===== src/hdl/assert_macros.svh =====
// shared assertion macros for the trie engine
`ifndef ASSERT_MACROS_SVH
`define ASSERT_MACROS_SVH

// property checked on every rising edge outside reset
`define BTLPM_ASSERT(lbl, prop, msg) \
	lbl: assert property (@(posedge clk) disable iff (!arst_n) prop) \
		else $error(msg);

// condition that must never be seen outside reset
`define BTLPM_NEVER(lbl, cond, msg) `BTLPM_ASSERT(lbl, !(cond), msg)

`endif


===== src/hdl/btlpm_pkg.sv =====
package btlpm_pkg;

	localparam int ADDR_W   = 32;
	localparam int PLEN_W   = 6;
	localparam int HOP_W    = 32;
	localparam int PORT_W   = 4;
	localparam int STATUS_W = 2;

	// deepest level a lookup may step from
	localparam logic [PLEN_W-1:0] TOP_LEVEL  = PLEN_W'(31);
	localparam logic [PLEN_W-1:0] MAX_PREFIX = PLEN_W'(32);

	localparam logic MODE_INSERT = 1'b0;
	localparam logic MODE_LOOKUP = 1'b1;

	typedef enum logic [STATUS_W-1:0] {
		ST_INSERTED = 2'd0,
		ST_FULL     = 2'd1,
		ST_HIT      = 2'd2,
		ST_MISS     = 2'd3
	} status_t;

	typedef struct packed {
		logic              mode;
		logic [ADDR_W-1:0] address;
		logic [PLEN_W-1:0] plen;
		logic [HOP_W-1:0]  hop;
		logic [PORT_W-1:0] port;
	} item_t;

	// head of the command queue as seen by the engine
	typedef struct packed {
		logic  valid;
		item_t item;
	} q_head_t;

endpackage


===== src/hdl/btlpm_front.sv =====
`include "assert_macros.svh"

module btlpm_front (
	input  logic                             clk,
	input  logic                             arst_n,
	input  logic                             in_valid,
	output logic                             in_ready,
	input  logic                             mode,
	input  logic [btlpm_pkg::ADDR_W-1:0]     address,
	input  logic [btlpm_pkg::PLEN_W-1:0]     prefix_len,
	input  logic [btlpm_pkg::HOP_W-1:0]      route_next_hop,
	input  logic [btlpm_pkg::PORT_W-1:0]     route_port,
	output btlpm_pkg::q_head_t               head,
	input  logic                             pop
);

	btlpm_pkg::item_t entries_q [2];
	btlpm_pkg::item_t item_in;
	logic             wr_ptr_q;
	logic             rd_ptr_q;
	logic [1:0]       cnt_q;
	logic             push;
	logic             do_pop;

	// clamp over-long prefixes to a full host route
	always_comb begin
		item_in.mode    = mode;
		item_in.address = address;
		item_in.plen    = (prefix_len > btlpm_pkg::MAX_PREFIX) ? btlpm_pkg::MAX_PREFIX
			: prefix_len;
		item_in.hop     = route_next_hop;
		item_in.port    = route_port;
	end

	assign in_ready   = (cnt_q != 2'd2);
	assign push       = in_valid && in_ready;
	assign do_pop     = pop && (cnt_q != 2'd0);
	assign head.valid = (cnt_q != 2'd0);
	assign head.item  = entries_q[rd_ptr_q];

	always_ff @(posedge clk or negedge arst_n) begin
		if (!arst_n) begin
			wr_ptr_q <= 1'b0;
			rd_ptr_q <= 1'b0;
			cnt_q    <= 2'd0;
		end else begin
			if (push) begin
				wr_ptr_q <= ~wr_ptr_q;
			end
			if (do_pop) begin
				rd_ptr_q <= ~rd_ptr_q;
			end
			if (push && !do_pop) begin
				cnt_q <= cnt_q + 2'd1;
			end else if (!push && do_pop) begin
				cnt_q <= cnt_q - 2'd1;
			end
		end
	end

	always_ff @(posedge clk) begin
		if (push) begin
			entries_q[wr_ptr_q] <= item_in;
		end
	end

	`BTLPM_NEVER(a_q_overflow, cnt_q == 2'd3, "command queue count out of range")
	`BTLPM_ASSERT(a_q_pop_nonempty, pop |-> head.valid || !$past(push),
		"engine popped an empty queue")

endmodule


===== config.mk =====
export PLATFORM = sky130hd
export DESIGN_NAME = btlpm_front
export DESIGN_NICKNAME = d
export VERILOG_FILES = /design/src/hdl/btlpm_pkg.sv /design/src/hdl/btlpm_front.sv
export VERILOG_INCLUDE_DIRS = /design/src /design/src/hdl
export SDC_FILE = /design/constraint.sdc
export NUM_CORES = 1
export LEC_CHECK = 0
export CAP_MARGIN = 30
export CORE_UTILIZATION = 60
export DETAILED_ROUTE_END_ITERATION = 6
export DONT_BUFFER_PORTS = 1
export GPL_TIMING_DRIVEN = 0
export PLACE_DENSITY = 0.76
export SYNTH_ARGS = -nofsm -noshare
export SYNTH_HDL_FRONTEND = slang
export SYNTH_SLANG_ARGS = --single-unit

===== constraint.sdc =====
create_clock -name clk -period 5.64 [get_ports clk]
set_input_delay 1.128 -clock clk [delete_from_list [all_inputs] [get_ports clk]]
set_output_delay 1.128 -clock clk [all_outputs]
set_load 0.01 [all_outputs]

Word level (Yosys, flattened, before mapping)
Memory sizes are Yosys's and may differ from the RTL's.
Index checks and enable logic that the tools add are counted.
Operators by class
  muxes and demuxes: 5
  $add $sub $neg: 2
  reductions and logical operators: 8
  equal/unequal tests: 1
  $lt $le $gt $ge: 1
  bitwise operators: 2
Operators with widths (count)
  $gt A6 B6 Y1 const B: 1
  $mux W6: 1
  $logic_and A1 B1 Y1: 4
  $mux W2: 2
  $reduce_bool A2 Y1: 2
  $add A2 B1 Y2 const B: 1
  $logic_not A1 Y1: 2
  $mux W1: 2
  $ne A2 B2 Y1 const B: 1
  $not A1 Y1: 2
  $sub A2 B1 Y2 const B: 1
Storage, ports and cells
  output and inout port bits: 77
  input port bits: 79
  RAM bits: 150
  logic and storage cells: 23
  register bits: 4
  memories kept: 1
Memory list
  entries_q: depth 2, width 75, read ports 1, clocked after memory_dff 0, write ports 1, line btlpm_front.sv:17  | btlpm_pkg::item_t entries_q [2];

Logic depth before layout (Yosys ltp)
  word-level depth: 6
  gate-level depth with buffers: 7
  mapped depth without buffers: 7

Least setup slack after synthesis
No wires, ideal clock.
  path kind: input -> register
  start point: input port in_valid
  end point: memory entries_q[0][0] (netlist name) (enable)
  arrival time: 4.350 ns
  required time: 5.131 ns
  setup slack: 0.782 ns
  library setup time: 0.509 ns
  cell stages on the path: 2
  path buffers: 0
  cells stage by stage: nand2_1 > nor2_1
Between the ends
  cells in the longest elaborated chain, start to end: 3
RTL lines
  start, declared: line btlpm_front.sv:6  | input logic in_valid,
  $logic_and A1 B1 Y1: line btlpm_front.sv:36  | assign push = in_valid && in_ready;
  $mux W1: line btlpm_front.sv:62  | if (push) begin
  $mux W1 (implied by the code): line btlpm_front.sv:63  | entries_q[wr_ptr_q] <= item_in;
  end, declared: line btlpm_front.sv:17
No other way between the ends.

==> flow_metrics.tcl <==
set metrics [dict create \
    route.detailed.drc 0 \
    max_slew_margin 0.6356 \
    syn_nets 337 \
    core_area_mm2 0.009284 \
    clock_path_buffers 2 \
    layout.area.seq_mm2 0.004604 \
    crit_type "flop to primary output" \
    postCtsResizedCells 0 \
    cp.required_ns 4.51 \
    postLayoutCellArea_mm2 0.006644 \
    final-setup-viol-count 0 \
    drv_cap 0 \
    grt_max_degree 53 \
    cts_num_sinks 154 \
    drt-wirelength-per-cell_um 21.02 \
    ant_nets 0 \
    cts-root-buf "clkbuf_8" \
    avgViaCountPerCell 5.575 \
    grt_setup_unrepaired "false" \
    min_period_over_period 0.5077 \
    finalMaxSlewViolations 0 \
    yosys_warnings 0 \
    portBuffers 0 \
    fill_cells 590 \
    cts_max_level 4 \
    nNetsFinal 360 \
    syn_area_mm2 0.005796 \
    synthCells 257 \
    critPathSlowestCell "dfrtp_1" \
    area_growth_pct 14.64 \
    ys_types 18 \
    io_pins 156 \
    cp_max_fo 10 \
    drive_above_1_share 0.4144 \
    slowest_delay_ns 0.41 \
    routed_wl_um 8850 \
    synthTopCellsByArea "edfxtp_1, mux2_4, mux2_2" \
    skew_ns 0.008236 \
    cts_hold_buffers 0 \
    place_congestion 0.6752 \
    grtUsageTotal 0.1804 \
    synth_top_area_frac 0.7772 \
    row_count 35 \
    cts_buffers 17 \
    dp_hpwl_um 5878 \
    end_kind "primary output" \
    power_density_mw_per_mm2 559.6 \
    synth_seq_cells 154 \
    dieArea_mm2 0.01006 \
    cp-start-kind "flop" \
    hold_path.class "input pin to async pin" \
    tightest_slew_ns 0.5453 \
    cts_tree "done" \
    vdd_drop_max_mv 0.4245 \
    cp_cell_sequence "buf_4, buf_6, mux2_4" \
    power.leakage_uw 0.002339 \
    drt_iter0_drc 45 \
    fp.dieW_um 100.3 \
    die_h_um 100.3 \
    initial_core_util 0.6243 \
    final_core_util 0.7156 \
    post_cts_buffers 0 \
    synth_top_cell_by_area "edfxtp_1" \
    cp.arrival_ns 1.74 \
    power_uw 3718 \
    synth-seq-area-share 0.7945 \
    clock_latency_ns 0.51 \
    holdWs_ns 0.3028 \
    grt-ovfl-total 0 \
    status "complete, no violations" \
    multiInputGateArea_mm2 0.001129 \
    vias 2347 \
    fmax_mhz 349.2 \
    synth_area_per_cell_um2 22.55 \
    antenna_cells 0 \
    hold_viol 0 \
    clk_pin_slew_ns 0.06 \
    fin_setup_tns_ns 0 \
    placed_cell_area_mm2 0.006072 \
    grt_pass1_wl_um 12810 \
    firstDrtPassIters 4 \
    period_needed_ns 2.863 \
    antenna_found_initial 0 \
    first_global_vias 2518 \
]
-- logic make-up after synthesis --
| logic type | after synthesis | share of synthesized area |
|---|---|---|
| and+or+nand+nor | 12 | 0.01123 |
| DFF | 154 | 0.7945 |
| adders and majority gates | 1 | 0.002159 |
| muxes | 75 | 0.1716 |
| buffers and inverters | 10 | 0.01295 |
| xor gates and xnor gates | 5 | 0.007558 |
-- power by group --
part	total (µW)	switching, µW	leakage [µW]	internal (µW)
clock network	1070	462	0.000284	605
logic	1010	553	0.000613	461
registers	1640	71.6	0.00144	1560
total	3720	1090	0.00234	2630
-- path summary, 6_finish.rpt --
path,cells after the start,start,end,slack [ns]
worst max-delay path,3,rd_ptr_q,head[50],2.78
worst min-delay path,0,arst_n,rd_ptr_q,0.30
worst max register to register,5,cnt_q[0],entries_q[0][27],3.59
worst min register to register,1,cnt_q[1],cnt_q[1],0.53
max in group asynchronous,0,arst_n,cnt_q[1],5.27
min in group clk,1,cnt_q[1],cnt_q[1],0.53
-- worst max-delay path, delay by kind of cell, from the launching register on --
family / cells / cell delay, ns
flops: 1 / 0.41
buf+inv: 2 / 0.46
mux: 1 / 0.35
-- state kept, by name, summed over array words and instances, names as in the netlist --
| register | cells |
|---|---|
| rd_ptr_q | 1 |
| entries_q | 150 |
| cnt_q | 2 |
| wr_ptr_q | 1 |
-- per-stage QoR --
step | instances | worst slack [ns]
after floorplan | 257 | 0.7819
after global placement | 386 | -0.8396
after detailed placement | 390 | 3.180
after CTS | 421 | 2.718
after global routing | 421 | 2.683
final | 421 | 2.777
-- synth_stat cells (all sizes together) --
library cell	number
edfxtp	150
mux2	75
buf	8
nor2b	5
dfrtp	4
xnor2	3
nand2	2
nor2	2
xor2	2
and3	1
clkbuf	1
ha	1
inv	1
nand2b	1
or2	1
-- per-layer routing --
layer  vias to the layer above  share of wire  track usage
li1                       1054              -            -
met1                      1157           0.35       0.1802
met2                       117           0.50       0.3003
met3                        19           0.12       0.1052
met4                         0          0.025      0.08696
met5                         -              0            0
-- final cells by class --
type,instances,area share
plain buffers,9,0.01073
repair buffers,4,0.01544
multi-input cells,93,0.1699
clock inverters,14,0.02373
well taps,129,0.02429
flip-flops and latches,154,0.6930
clock buffers,17,0.06234
inverters,1,0.0005650
-- layout by cell type, fill, tap and decap left out --
cell	count
edfxtp_1	150
mux2_4	40
mux2_2	35
clkbuf_16	16
nor2b_1	5
inv_6	5
buf_6	4
inv_8	4
dfrtp_1	4
buf_2	3
xnor2_1	3
buf_16	3
nand2_1	2
xor2_1	2
clkinv_4	2
buf_4	1
nand2b_1	1
inv_1	1
or2_2	1
and3_4	1
clkbuf_1	1
nor2_4	1
nor2_1	1
ha_1	1
clkbuf_8	1
clkinv_2	1
bufinv_16	1
clkinv_8	1
buf_12	1
(Power assumes the default switching activity.)
